===== src/quota_fifo_with_budget_drain_defines.svh =====
// Assertion macros used by the top-level RTL file of the print queue.
`ifndef QUOTA_FIFO_WITH_BUDGET_DRAIN_DEFINES_SVH
`define QUOTA_FIFO_WITH_BUDGET_DRAIN_DEFINES_SVH

`ifndef SYNTH
// The consequent must hold in the same cycle as the antecedent.
`define QFBD_ASSERT_IMPL(name, clk_i, rst_n_i, ante, cons) \
	name: assert property (@(posedge clk_i) disable iff (!rst_n_i) (ante) |-> (cons)) \
		else $error("assertion failed");
// The consequent must hold in the cycle after the antecedent.
`define QFBD_ASSERT_NEXT(name, clk_i, rst_n_i, ante, cons) \
	name: assert property (@(posedge clk_i) disable iff (!rst_n_i) (ante) |=> (cons)) \
		else $error("assertion failed");
`else
`define QFBD_ASSERT_IMPL(name, clk_i, rst_n_i, ante, cons)
`define QFBD_ASSERT_NEXT(name, clk_i, rst_n_i, ante, cons)
`endif

`endif


===== src/qfbd_pkg.sv =====
package qfbd_pkg;

	// Field widths of one job word and of the budget and count result fields.
	localparam int DOC_W   = 16;
	localparam int OWNER_W = 8;
	localparam int PAGES_W = 12;
	localparam int BUD_W   = 16;
	localparam int CNT_W   = 5;
	localparam int JOB_W   = DOC_W + OWNER_W + PAGES_W;

	// Width of the shared compare and subtract unit.
	localparam int CMP_W = 16;

	localparam logic [CNT_W-1:0] QUOTA_RESET = 5'd3;
	localparam logic [CNT_W-1:0] CNT_MAX     = 5'd31;
	localparam logic [CNT_W-1:0] DRAIN_POPS  = 5'd16;

	typedef enum logic [2:0] {
		ST_ACCEPTED  = 3'd0,
		ST_QUOTA_REJ = 3'd1,
		ST_FULL_REJ  = 3'd2,
		ST_PRINTED   = 3'd3,
		ST_ALL_DONE  = 3'd4,
		ST_STOPPED   = 3'd5
	} status_t;

	typedef struct packed {
		logic [DOC_W-1:0]   doc;
		logic [OWNER_W-1:0] owner;
		logic [PAGES_W-1:0] pages;
	} job_t;

	typedef struct packed {
		status_t            status;
		logic [DOC_W-1:0]   doc;
		logic [OWNER_W-1:0] owner;
		logic [PAGES_W-1:0] pages;
		logic [BUD_W-1:0]   left;
		logic [CNT_W-1:0]   cnt;
		logic               last;
	} result_t;

	typedef struct packed {
		logic [CMP_W-1:0] a;
		logic [CMP_W-1:0] b;
	} cmp_req_t;

	typedef struct packed {
		logic             eq;
		logic             lt;
		logic [CMP_W-1:0] diff;
	} cmp_rsp_t;

endpackage


===== src/qfbd_ram.sv =====
// Simple dual-port RAM: one write port, one read port with registered data.
module qfbd_ram #(
	parameter int WIDTH = 36,
	parameter int DEPTH = 16
) (
	input  logic                     clk,
	input  logic                     we,
	input  logic [$clog2(DEPTH)-1:0] waddr,
	input  logic [WIDTH-1:0]         wdata,
	input  logic                     rd_en,
	input  logic [$clog2(DEPTH)-1:0] raddr,
	output logic [WIDTH-1:0]         rdata
);

	logic [WIDTH-1:0] mem_q [DEPTH];

	// Write and read; read data holds until the next read.
	always_ff @(posedge clk) begin
		if (we) begin
			mem_q[waddr] <= wdata;
		end
		if (rd_en) begin
			rdata <= mem_q[raddr];
		end
	end

endmodule


===== src/qfbd_cmp.sv =====
// Shared compare and subtract unit: equality, less-than and difference.
module qfbd_cmp import qfbd_pkg::*; (
	input  cmp_req_t req,
	output cmp_rsp_t rsp
);

	logic [CMP_W:0] diff_wide;

	// A borrow out of the subtraction means a is below b.
	assign diff_wide = {1'b0, req.a} - {1'b0, req.b};
	assign rsp.lt    = diff_wide[CMP_W];
	assign rsp.diff  = diff_wide[CMP_W-1:0];
	assign rsp.eq    = (req.a == req.b);

endmodule


===== src/quota_fifo_with_budget_drain.sv =====
// Print-job queue with a per-owner admission quota and a paper-budget drain.
// Jobs sit in a circular RAM of QUEUE_DEPTH words; a sequencer drives one
// compare and subtract unit and the single RAM read port. For a submit word
// the queue is walked one entry per cycle to count the owner's jobs, the last
// read is counted once its registered data returns, then the quota and full
// checks run and the job is appended if it passes both. A drain word takes
// two steps per printed job (RAM read, then compare and subtract of the
// budget); at most sixteen jobs are printed per drain. in_ready is high only
// while no word is in work. Each result word waits in an output register, and
// the sequencer stalls while that register is full and not taken.
// max_jobs_per_owner (quota_q) is written through cfg_we and cfg_wdata and
// resets to 3; the user must write it only while the block is idle, since the
// block itself does not enforce this.
`include "quota_fifo_with_budget_drain_defines.svh"
module quota_fifo_with_budget_drain import qfbd_pkg::*; #(
	parameter int QUEUE_DEPTH = 16
) (
	input  logic               clk,
	input  logic               arst_n,
	input  logic               cfg_we,
	input  logic [CNT_W-1:0]   cfg_wdata,
	input  logic               in_valid,
	output logic               in_ready,
	input  logic               req_type,
	input  logic [DOC_W-1:0]   doc_id,
	input  logic [OWNER_W-1:0] owner_id,
	input  logic [PAGES_W-1:0] page_count,
	input  logic [BUD_W-1:0]   paper_budget,
	output logic               out_valid,
	input  logic               out_ready,
	output logic [2:0]         status,
	output logic [DOC_W-1:0]   out_doc,
	output logic [OWNER_W-1:0] out_owner,
	output logic [PAGES_W-1:0] out_pages,
	output logic [BUD_W-1:0]   paper_left,
	output logic [CNT_W-1:0]   owner_count,
	output logic               last
);

	localparam int PTR_W = $clog2(QUEUE_DEPTH);
	localparam int OCC_W = $clog2(QUEUE_DEPTH + 1);
	localparam logic [PTR_W-1:0] PTR_LAST = PTR_W'(QUEUE_DEPTH - 1);
	localparam logic [OCC_W-1:0] OCC_FULL = OCC_W'(QUEUE_DEPTH);

	typedef enum logic [4:0] {
		S_IDLE     = 5'b00001,
		S_SCAN     = 5'b00010,
		S_DECIDE   = 5'b00100,
		S_DRN_RD   = 5'b01000,
		S_DRN_EVAL = 5'b10000
	} state_t;

	state_t             state_q;
	logic [PTR_W-1:0]   head_q;
	logic [PTR_W-1:0]   tail_q;
	logic [OCC_W-1:0]   occ_q;
	logic [CNT_W-1:0]   quota_q;
	logic [DOC_W-1:0]   doc_q;
	logic [OWNER_W-1:0] own_q;
	logic [PAGES_W-1:0] pg_q;
	logic [BUD_W-1:0]   bud_q;
	logic [CNT_W-1:0]   cnt_q;
	logic [OCC_W-1:0]   iss_q;
	logic [PTR_W-1:0]   rd_ptr_q;
	logic               rd_vld_s1;
	logic [CNT_W-1:0]   pops_q;
	logic               out_valid_q;
	result_t            res_q;

	logic               out_free;
	logic               out_load;
	logic               scan_issue;
	logic               ram_rd_en;
	logic [PTR_W-1:0]   ram_raddr;
	logic               ram_we;
	logic [JOB_W-1:0]   ram_rdata;
	job_t               rd_job;
	job_t               wr_job;
	cmp_req_t           cmp_req;
	cmp_rsp_t           cmp_rsp;
	logic               quota_rej;
	logic               queue_full;
	logic               drn_stop;
	logic               emit_print;
	status_t            submit_st;

	function automatic logic [PTR_W-1:0] next_ptr(input logic [PTR_W-1:0] p);
		return (p == PTR_LAST) ? '0 : p + 1'b1;
	endfunction

	// Job storage.
	assign wr_job = '{doc: doc_q, owner: own_q, pages: pg_q};
	assign rd_job = job_t'(ram_rdata);

	qfbd_ram #(
		.WIDTH(JOB_W),
		.DEPTH(QUEUE_DEPTH)
	) u_ram (
		.clk  (clk),
		.we   (ram_we),
		.waddr(tail_q),
		.wdata(JOB_W'(wr_job)),
		.rd_en(ram_rd_en),
		.raddr(ram_raddr),
		.rdata(ram_rdata)
	);

	// Operand selection for the shared unit, by sequencer state.
	always_comb begin
		unique case (state_q)
			S_SCAN: begin
				cmp_req.a = CMP_W'(own_q);
				cmp_req.b = CMP_W'(rd_job.owner);
			end
			S_DECIDE: begin
				cmp_req.a = CMP_W'(cnt_q);
				cmp_req.b = CMP_W'(quota_q);
			end
			default: begin
				cmp_req.a = CMP_W'(bud_q);
				cmp_req.b = CMP_W'(rd_job.pages);
			end
		endcase
	end

	qfbd_cmp u_cmp (
		.req(cmp_req),
		.rsp(cmp_rsp)
	);

	// Handshake and control decodes.
	assign out_free   = !out_valid_q || out_ready;
	assign in_ready   = (state_q == S_IDLE);
	assign scan_issue = (state_q == S_SCAN) && (iss_q < occ_q);
	assign ram_rd_en  = scan_issue || ((state_q == S_DRN_RD) && (occ_q != '0));
	assign ram_raddr  = (state_q == S_SCAN) ? rd_ptr_q : head_q;
	assign quota_rej  = !cmp_rsp.lt;
	assign queue_full = (occ_q == OCC_FULL);
	assign ram_we     = (state_q == S_DECIDE) && out_free && !quota_rej && !queue_full;
	assign drn_stop   = (pops_q == DRAIN_POPS) || cmp_rsp.lt;
	assign emit_print = (state_q == S_DRN_EVAL) && out_free && !drn_stop;

	// A result word enters the output register whenever a step that makes one completes.
	assign out_load = out_free && ((state_q == S_DECIDE) || (state_q == S_DRN_EVAL)
		|| ((state_q == S_DRN_RD) && (occ_q == '0)));

	always_comb begin
		if (quota_rej) begin
			submit_st = ST_QUOTA_REJ;
		end else if (queue_full) begin
			submit_st = ST_FULL_REJ;
		end else begin
			submit_st = ST_ACCEPTED;
		end
	end

	// Sequencer, queue pointers and the output register.
	always_ff @(posedge clk or negedge arst_n) begin
		if (!arst_n) begin
			state_q     <= S_IDLE;
			head_q      <= '0;
			tail_q      <= '0;
			occ_q       <= '0;
			quota_q     <= QUOTA_RESET;
			cnt_q       <= '0;
			iss_q       <= '0;
			rd_ptr_q    <= '0;
			rd_vld_s1   <= 1'b0;
			pops_q      <= '0;
			out_valid_q <= 1'b0;
		end else begin
			if (cfg_we) begin
				quota_q <= cfg_wdata;
			end
			if (out_load) begin
				out_valid_q <= 1'b1;
			end else if (out_ready) begin
				out_valid_q <= 1'b0;
			end
			unique case (state_q)
				S_IDLE: begin
					if (in_valid) begin
						doc_q     <= doc_id;
						own_q     <= owner_id;
						pg_q      <= page_count;
						bud_q     <= paper_budget;
						cnt_q     <= '0;
						iss_q     <= '0;
						rd_ptr_q  <= head_q;
						rd_vld_s1 <= 1'b0;
						pops_q    <= '0;
						state_q   <= req_type ? S_DRN_RD : S_SCAN;
					end
				end
				S_SCAN: begin
					rd_vld_s1 <= scan_issue;
					if (scan_issue) begin
						rd_ptr_q <= next_ptr(rd_ptr_q);
						iss_q    <= iss_q + 1'b1;
					end
					if (rd_vld_s1 && cmp_rsp.eq && (cnt_q != CNT_MAX)) begin
						cnt_q <= cnt_q + 1'b1;
					end
					if (!scan_issue && !rd_vld_s1) begin
						state_q <= S_DECIDE;
					end
				end
				S_DECIDE: begin
					if (out_free) begin
						res_q       <= '{status: submit_st, doc: doc_q, owner: own_q,
							pages: pg_q, left: '0, cnt: cnt_q, last: 1'b1};
						if (ram_we) begin
							tail_q <= next_ptr(tail_q);
							occ_q  <= occ_q + 1'b1;
						end
						state_q <= S_IDLE;
					end
				end
				S_DRN_RD: begin
					if (occ_q != '0) begin
						state_q <= S_DRN_EVAL;
					end else if (out_free) begin
						res_q       <= '{status: ST_ALL_DONE, doc: '0, owner: '0,
							pages: '0, left: bud_q, cnt: '0, last: 1'b1};
						state_q     <= S_IDLE;
					end
				end
				S_DRN_EVAL: begin
					if (out_free) begin
						if (drn_stop) begin
							res_q   <= '{status: ST_STOPPED, doc: rd_job.doc,
								owner: rd_job.owner, pages: rd_job.pages, left: bud_q,
								cnt: '0, last: 1'b1};
							state_q <= S_IDLE;
						end else begin
							res_q   <= '{status: ST_PRINTED, doc: rd_job.doc,
								owner: rd_job.owner, pages: rd_job.pages,
								left: cmp_rsp.diff, cnt: '0, last: 1'b0};
							bud_q   <= cmp_rsp.diff;
							head_q  <= next_ptr(head_q);
							occ_q   <= occ_q - 1'b1;
							pops_q  <= pops_q + 1'b1;
							state_q <= S_DRN_RD;
						end
					end
				end
				default: begin
					state_q <= S_IDLE;
				end
			endcase
		end
	end

	// Result ports.
	assign out_valid   = out_valid_q;
	assign status      = res_q.status;
	assign out_doc     = res_q.doc;
	assign out_owner   = res_q.owner;
	assign out_pages   = res_q.pages;
	assign paper_left  = res_q.left;
	assign owner_count = res_q.cnt;
	assign last        = res_q.last;

	// The queue never holds more jobs than it has slots.
	`QFBD_ASSERT_IMPL(a_occ_bound, clk, arst_n, 1'b1, occ_q <= OCC_FULL)
	// A job is written only into a queue with a free slot.
	`QFBD_ASSERT_IMPL(a_write_room, clk, arst_n, ram_we, occ_q < OCC_FULL)
	// A drain never prints more than its pop limit.
	`QFBD_ASSERT_IMPL(a_pop_limit, clk, arst_n, 1'b1, pops_q <= DRAIN_POPS)
	// Each printed job leaves the queue one entry shorter.
	`QFBD_ASSERT_NEXT(a_print_pop, clk, arst_n, emit_print, occ_q == $past(occ_q) - 1'b1)

endmodule


===== config.mk =====
export PLATFORM = sky130hd
export DESIGN_NAME = quota_fifo_with_budget_drain
export DESIGN_NICKNAME = d
export VERILOG_FILES = /design/src/qfbd_pkg.sv /design/src/qfbd_ram.sv /design/src/qfbd_cmp.sv /design/src/quota_fifo_with_budget_drain.sv
export VERILOG_INCLUDE_DIRS = /design/src /design/src/src
export SDC_FILE = /design/constraint.sdc
export NUM_CORES = 1
export LEC_CHECK = 0
export BUFFER_PORTS_ARGS = -buffer_cell sky130_fd_sc_hd__buf_2
export CORE_MARGIN = 1.5
export CORE_UTILIZATION = 56
export CTS_BUF_LIST = sky130_fd_sc_hd__clkbuf_4
export DETAILED_ROUTE_END_ITERATION = 8
export PLACE_DENSITY = 0.73
export SYNTH_ARGS = -nofsm -noshare
export SYNTH_HDL_FRONTEND = slang
export SYNTH_SLANG_ARGS = --single-unit

===== constraint.sdc =====
create_clock -name clk -period 10.7 [get_ports clk]
set_input_delay 2.675 -clock clk [delete_from_list [all_inputs] [get_ports clk]]
set_output_delay 2.675 -clock clk [all_outputs]
set_load 0.01 [all_outputs]

==> out/results.ini, run 1 <==
[routing]
route.detailed.drc = 0
vias = 19230
post_drt_wl_per_cell_um = 23.8
routed_wl_um = 74200
ant_nets = 0
drt_iter0_drc = 2183
viasPerCell = 6.18
first_pass_iters = 8

[timing]
worst_slew_pin_slew_ns = 1.27
period_minus_slack_ns = 6.17
finalSetupViolations = 0
slew_violations = 0
rsz0062_at_grt = false
clock.fmax_mhz = 162
finalClockSkew_ns = 0.0763
finalHoldViolations = 0
relSlewSlack_pct = 14.6
fin_crit_sh_pct = 57.7
setup_tns_ns = 0

[floorplan]
die-height_um = 237
start_util_pct = 56.9
fp.dieW_um = 237
io_pins = 126
core_sq_um = 54000
std_cell_rows = 85
die_area_sq_um = 56300

[yosys]
synth.yosys.seq_area_share_pct = 74.5
synth_area_per_cell_sq_um = 15.1
yosys_warnings = 0
synth_area_sq_um = 30700
ys_ff_latch = 769
netlist_instances = 2037
postSynth.asyncResetShare_pct = 5.72
synthFlopType = edfxtp_1
syn_nets = 2132
synth_edf_count = 725
synth.distinct_cells = 76

[cells_and_area]
final_cell_mix = edfxtp_1 (725), nand2_1 (338), clkbuf_4 (275), buf_2 (125), a21oi_1 (91)
area_growth_pct = 12.6
drive_above_1_share_pct = 22.4
fin_cells = 3112
nFillCells = 3899
final_common_cell = edfxtp_1
nNetsFinal = 2374
final_core_util_pct = 64.0

[setup_path]
path_delay_family = simple AND/OR/NAND/NOR gates
slowest_delay_ns = 0.75
crit_type = reg -> reg
start_kind = flop
required_ns = 11.31
crit_chain = or3_4 > nor2_2 > buf_4 > a22oi_1 > nand2_1 > ha_1 > inv_1 > fa_1 > a21oi_1 > o211ai_1 > or3b_1 > nand2_1 > nor2_1 > nand2_1 > nor3_2 > buf_4
ff2ff_setup_slack_ns = 4.53
crit_buf_inv = 3
cp_data_arrival_time_ns = 6.78
crit_fanout = 33
critPathSlowestCell = nor3_2
path_common_cell = nand2_1
endpoint_kind = flop

[grt]
grt_pass1_wl_um = 112000
antenna_found_initial = 3
first_global_vias = 19058
grt_max_degree = 73
grt_usage_pct = 26.8
grt-ovfl-total = 0

[worst_hold_path]
min_path_type = reg -> reg

[clock_network]
htreeDepth = 4
cts_root_buffer = clkbuf_4
clock_sinks = 769
ctsResizeCount = 0
cts_buffers = 187
cts_tree = done
cts_setup_buffers = 0
clk_latency_ns = 1.04
clk_pin_slew_ns = 0.06
cts_hold_buf = 0
cts_buffer_depth = 3

[run]
cap_violations = 0

[placed_design]
gp_congestion = 0.894
numPortBuffers = 125
dp.cells = 2786
hpwl_um = 41400

[power_and_ir_drop]
p_total_mw = 8.22
leakagePower_nw = 12.2
worst_ir_drop_vdd_v = 0.000215
powerDensity_nw_per_um2 = 238

[run_status]
status = completed

-- Yosys cell counts, drive strengths merged (9+ instances only) --
cell | instances | area share [%]
and2 | 19 | 0.39
nor2 | 43 | 0.54
xnor2 | 11 | 0.31
a22oi | 10 | 0.24
xor2 | 14 | 0.40
nand3 | 89 | 1.5
mux2i | 37 | 1.2
o21ai | 78 | 1.3
a21oi | 94 | 1.5
nand2 | 341 | 4.2
a211oi | 36 | 0.88
edfxtp | 725 | 71
nand2b | 9 | 0.18
mux4 | 32 | 2.3
a22o | 55 | 1.6
dfrtp | 41 | 3.3
buf | 42 | 0.75
inv | 26 | 0.32
o22a | 31 | 0.88
clkbuf | 68 | 0.83
nor3 | 15 | 0.26
a31oi | 41 | 0.95
o22ai | 39 | 0.79
ha | 30 | 1.2
-- per-stage QoR --
stage	hold slack [ns]	instance area, sq um	setup WS (ns)
detailed placement	0.489	32200	4.71
global route	0.533	34600	4.26
floorplan	0.467	30700	4.07
finish	0.496	34600	4.53
global placement	0.484	32200	4.85
CTS	0.497	34600	4.69
-- path summary, 6_finish.rpt --
| path | start | end | depth (start not counted) |
|---|---|---|---|
| worst max-delay path | state_q[4]$_DFFE_PN0P_ | u_ram.mem_q[3][5]$_DFFE_PP_ | 16 |
| worst min-delay path | occ_q[4]$_DFFE_PN0P_ | occ_q[4]$_DFFE_PN0P_ | 1 |
| min in group asynchronous | arst_n | iss_q[2]$_DFFE_PN0P_ | 2 |
| worst max register to register | state_q[4]$_DFFE_PN0P_ | u_ram.mem_q[3][5]$_DFFE_PP_ | 16 |
| worst min register to register | occ_q[4]$_DFFE_PN0P_ | occ_q[4]$_DFFE_PN0P_ | 1 |
| max in group asynchronous | arst_n | tail_q[3]$_DFFE_PN0P_ | 2 |
-- state kept, by name (all words and copies together), names as in the netlist, 8 cells and up --
signal,flops
bud_q,16
doc_q,16
out_doc,16
out_owner,8
out_pages,12
own_q,8
paper_left,16
pg_q,12
u_ram.mem_q,576
u_ram.rdata,36
-- power breakdown --
part / internal [mW] / switching [mW] / leakage (nW)
combinational: 0.704 / 1.36 / 3.64
clock: 1.22 / 1.14 / 1.39
sequential: 3.57 / 0.219 / 7.12
total: 5.50 / 2.72 / 12.2
-- kinds of logic (layout without fill, tap and decap cells) --
family	Yosys count	count (layout)	synth area share [%]
simple gates	551	551	7.80
fa+ha+maj	32	32	1.35
flops	769	769	74.5
xor+xnor	25	25	0.713
mux	77	77	3.85
buf+inv	136	509	1.89
other cells	0	6	0
compound gates	447	447	9.92
-- metal layers --
| layer | wire length (um) | GRT usage [%] | up-vias |
|---|---|---|---|
| met5 | 9 | 0 | - |
| met4 | 1970 | 10.9 | 2 |
| met3 | 7400 | 7.61 | 149 |
| met2 | 35200 | 41.7 | 1105 |
| met1 | 29600 | 35.9 | 9485 |
| li1 | - | - | 8489 |
-- final cells by class --
type	count	area (sq um)	area share, %
tap	696	871	2.52
clock inverter	45	268	0.774
timing repair buffer	163	911	2.63
clock buffer	275	2060	5.97
inverter	26	97.6	0.282
antenna	6	15.0	0.0434
multi-input combinational	1132	7470	21.6
sequential	769	22900	66.2
Note: power is estimated with default switching activity, not from simulation.
==> inputs of run 2 (changes only) <==
- ABC_AREA: default -> 1
- PLACE_DENSITY: 0.73 -> 0.76
- clock period: 10.7 -> 5.21 ns (I/O delays scaled with it)
==> out/results.ini, run 2 <==
[routing]
viasPerCell = 5.71  ; -7.6%
vias = 21574  ; +12%
routed_wl_um = 80500  ; +8.5%
route.detailed.drc = 0  ; unchanged
drt_iter0_drc = 2451  ; +12%
ant_nets = 0  ; unchanged
post_drt_wl_per_cell_um = 21.3  ; -11%
first_pass_iters = 6  ; -2

[yosys]
synth_top_family_by_area = simple AND/OR/NAND/NOR gates
ys_top_cells_by_area = edfxtp_1 (68%), o211ai_1 (5.6%), nand2_1 (5.3%), inv_1 (4.3%), nand3_1 (4.0%)
synth.distinct_cells = 48  ; -37%
syn_nets = 2727  ; +28%
synth_common_cells = edfxtp_1 (725), nand2_1 (457), inv_1 (371), nand3_1 (255), o211ai_1 (240)
postSynth.asyncResetShare_pct = 5.72  ; unchanged
synth.yosys.seq_area_share_pct = 71.0  ; -3.4 points
synthSimpleGateAreaFrac_pct = 10.7  ; +2.9 points
synth.area.mux_share_pct = 0  ; -3.8 points
netlist_instances = 2632  ; +29%
ys_ff_latch = 769  ; unchanged
yosysMostFrequentCell = edfxtp_1
synth_area_sq_um = 32200  ; +4.9%
netlist.area_leader.share_pct = 67.6  ; -3.3 points
yosys_warnings = 0  ; unchanged
synth_compound_area_share_pct = 9.97  ; +0.054 points
synth_edf_count = 725  ; unchanged
synthFlopType = edfxtp_1
synth_area_per_cell_sq_um = 12.2  ; -19%
synth_xor_area_share_pct = 0.653  ; -0.060 points
yosysTopAreaCell = edfxtp_1
synthAdderAreaFrac_pct = 1.29  ; -0.063 points

[clock_network]
ctsResizeCount = 0  ; unchanged
cts_hold_buf = 0  ; unchanged
clk_latency_ns = 1.07  ; +0.03 ns
clk_pin_slew_ns = 0.07  ; about the same
htreeDepth = 4  ; unchanged
cts_tree = done
cts_root_buffer = clkbuf_4
cts_buffer_depth = 3  ; unchanged
cts_buffers = 188  ; +0.53%
clock_sinks = 769  ; unchanged
cts_setup_buffers = 0  ; unchanged

[setup_path]
critical_path_depth = 19  ; +3
crit_fanout = 23  ; -30%
path_delay_family = simple AND/OR/NAND/NOR gates
critPathSlowestCell = dfstp_2
required_ns = 5.93  ; -5.38 ns
endpoint_kind = flop
start_kind = flop
path_common_cell = nand2_1
slowest_delay_ns = 0.55  ; -0.20 ns
worstRegToRegCells = 19  ; +3
crit_chain = nor2_1 > nand3_1 > inv_1 > nor2_2 > nand2_1 > o221ai_1 > ha_1 > inv_1 > fa_1 > nand3_1 > nand2_1 > nand2_1 > nand2_1 > nand2_1 > nand3_1 > inv_1 > nand2_1 > nor2_4 > buf_12
crit_buf_inv = 4  ; +1
crit_type = reg -> reg
cp_data_arrival_time_ns = 5.24  ; -1.54 ns

[cells_and_area]
largest_reg_flops = 576  ; unchanged
fin_cells = 3777  ; +21%
final_cell_mix = edfxtp_1 (725), nand2_1 (456), inv_1 (371), clkbuf_4 (277), nand3_1 (255)
area_growth_pct = 13.3
final_common_cell = edfxtp_1
top_register = u_ram.mem_q
reg_top3 = u_ram.mem_q (576), u_ram.rdata (36)
drive_above_1_share_pct = 17.4  ; -5.0 points
nNetsFinal = 2964  ; +25%
final_core_util_pct = 64.5  ; +0.46 points

[run_status]
status = completed

[placed_design]
dp.cells = 3435  ; +23%
gp_congestion = 0.891  ; -0.32%
numPortBuffers = 125  ; unchanged
hpwl_um = 48200  ; +16%

[grt]
grt-ovfl-total = 0  ; unchanged
grt_pass1_wl_um = 123000  ; +9.9%
first_global_vias = 21485  ; +13%
grt_max_degree = 145  ; +99%
antenna_found_initial = 5  ; +2
grt_usage_pct = 27.7  ; +0.94 points

[power_and_ir_drop]
p_total_mw = 17.4  ; +110%
leakagePower_nw = 14.7  ; +21%
worst_ir_drop_vdd_v = 0.000417  ; +94%
powerDensity_nw_per_um2 = 476  ; +100%

[timing]
clock.fmax_mhz = 221  ; +36%
finalSetupViolations = 0  ; unchanged
period_minus_slack_ns = 4.52  ; -1.65 ns
finalHoldViolations = 0  ; unchanged
fin_crit_sh_pct = 86.8  ; +29 points
slew_violations = 0  ; unchanged
relSlewSlack_pct = 22.1  ; +7.5 points
worst_slew_pin_slew_ns = 1.17  ; -0.106 ns
rsz0062_at_grt = false
timing.hold.ws_ns = 0.358  ; -0.138 ns
setup_tns_ns = 0  ; unchanged
finalClockSkew_ns = 0.0779  ; +0.00161 ns

[floorplan]
io_pins = 126  ; unchanged
start_util_pct = 56.9  ; about the same
die_area_sq_um = 59000  ; +4.8%
core_sq_um = 56600  ; +4.8%
die-height_um = 243  ; +2.4%
fp.dieW_um = 243  ; +2.4%
std_cell_rows = 87  ; +2.4%

[run]
cap_violations = 0  ; unchanged

[worst_hold_path]
min_path_type = in -> async

-- run 2: changes by cell type after synthesis, moves of 60 or more --
cell	previous run	this run
inv_1	26	371
o211ai_1	3	240
nand3_1	89	255
nand2_1	340	457
a21oi_1	93	26
o21ai_0	74	134
-- run 2: where the power goes --
| part | switching [mW] | leakage, nW | internal (mW) |
|---|---|---|---|
| clock | 2.42 | 1.44 | 2.65 |
| sequential | 0.327 | 7.11 | 7.27 |
| combinational | 3.26 | 6.11 | 1.43 |
| total | 6.01 | 14.7 | 11.4 |
-- run 2: kinds of logic (layout without fill, tap and decap cells) --
group | Yosys count | after routing
buffers and inverters | 512 | 895
AND/OR/NAND/NOR | 812 | 812
XOR/XNOR | 24 | 24
AO/OA/AOI/OAI | 483 | 483
adder cells (fa/ha/maj) | 32 | 32
other | 0 | 6
flip-flops | 769 | 769
-- run 2: cell type report --
| class | instances | area [sq um] |
|---|---|---|
| tap | 756 | 946 |
| clock inverter | 59 | 383 |
| antenna | 6 | 15.0 |
| clock buffer | 277 | 2080 |
| inverter | 376 | 1420 |
| fill | 4189 | 20100 |
| timing repair buffer | 183 | 1300 |
| sequential | 769 | 22900 |
| multi-input combinational | 1351 | 7470 |
-- run 2: routing by layer --
| layer | wire [um] | up-vias | GRT usage, % | part of all wire, % |
|---|---|---|---|---|
| met1 | 32300 | 10365 | 37.4 | 40 |
| met2 | 37300 | 1106 | 42.3 | 46 |
| li1 | - | 9973 | - | - |
| met5 | 0 | - | 0 | 0 |
| met4 | 2350 | 0 | 11.1 | 2.9 |
| met3 | 8560 | 130 | 8.58 | 11 |
-- run 2: through the flow --
| step | instance area (sq um) | setup WS [ns] |
|---|---|---|
| global placement | 34000 | 0.834 |
| CTS | 36500 | 0.683 |
| finish | 36500 | 0.688 |
| floorplan | 32200 | 0.0992 |
| detailed placement | 34000 | 0.746 |
| global route | 36500 | 0.370 |
-- run 2: worst paths after layout --
check	from	slack [ns]	endpoint
max in group asynchronous	arst_n	4.39	rd_ptr_q[2]$_DFFE_PN0P_
min	arst_n	0.36	out_valid$_DFFE_PN0P_
min in group clk	doc_id[2]	0.42	doc_q[2]$_DFFE_PP_
max	state_q[0]$_DFFE_PN1P_	0.69	u_ram.mem_q[2][0]$_DFFE_PP_
min reg2reg	quota_q[0]$_DFFE_PN1P_	0.51	quota_q[0]$_DFFE_PN1P_
max reg2reg	state_q[0]$_DFFE_PN1P_	0.69	u_ram.mem_q[2][0]$_DFFE_PP_
-- run 2: worst reg2reg max path, delay by kind of cell, from the launching register on --
kind / cells / cell delay (ns)
compound gates: 1 / 0.10
flops: 1 / 0.55
fa+ha+maj: 2 / 0.68
buf+inv: 4 / 0.68
simple gates: 12 / 2.15
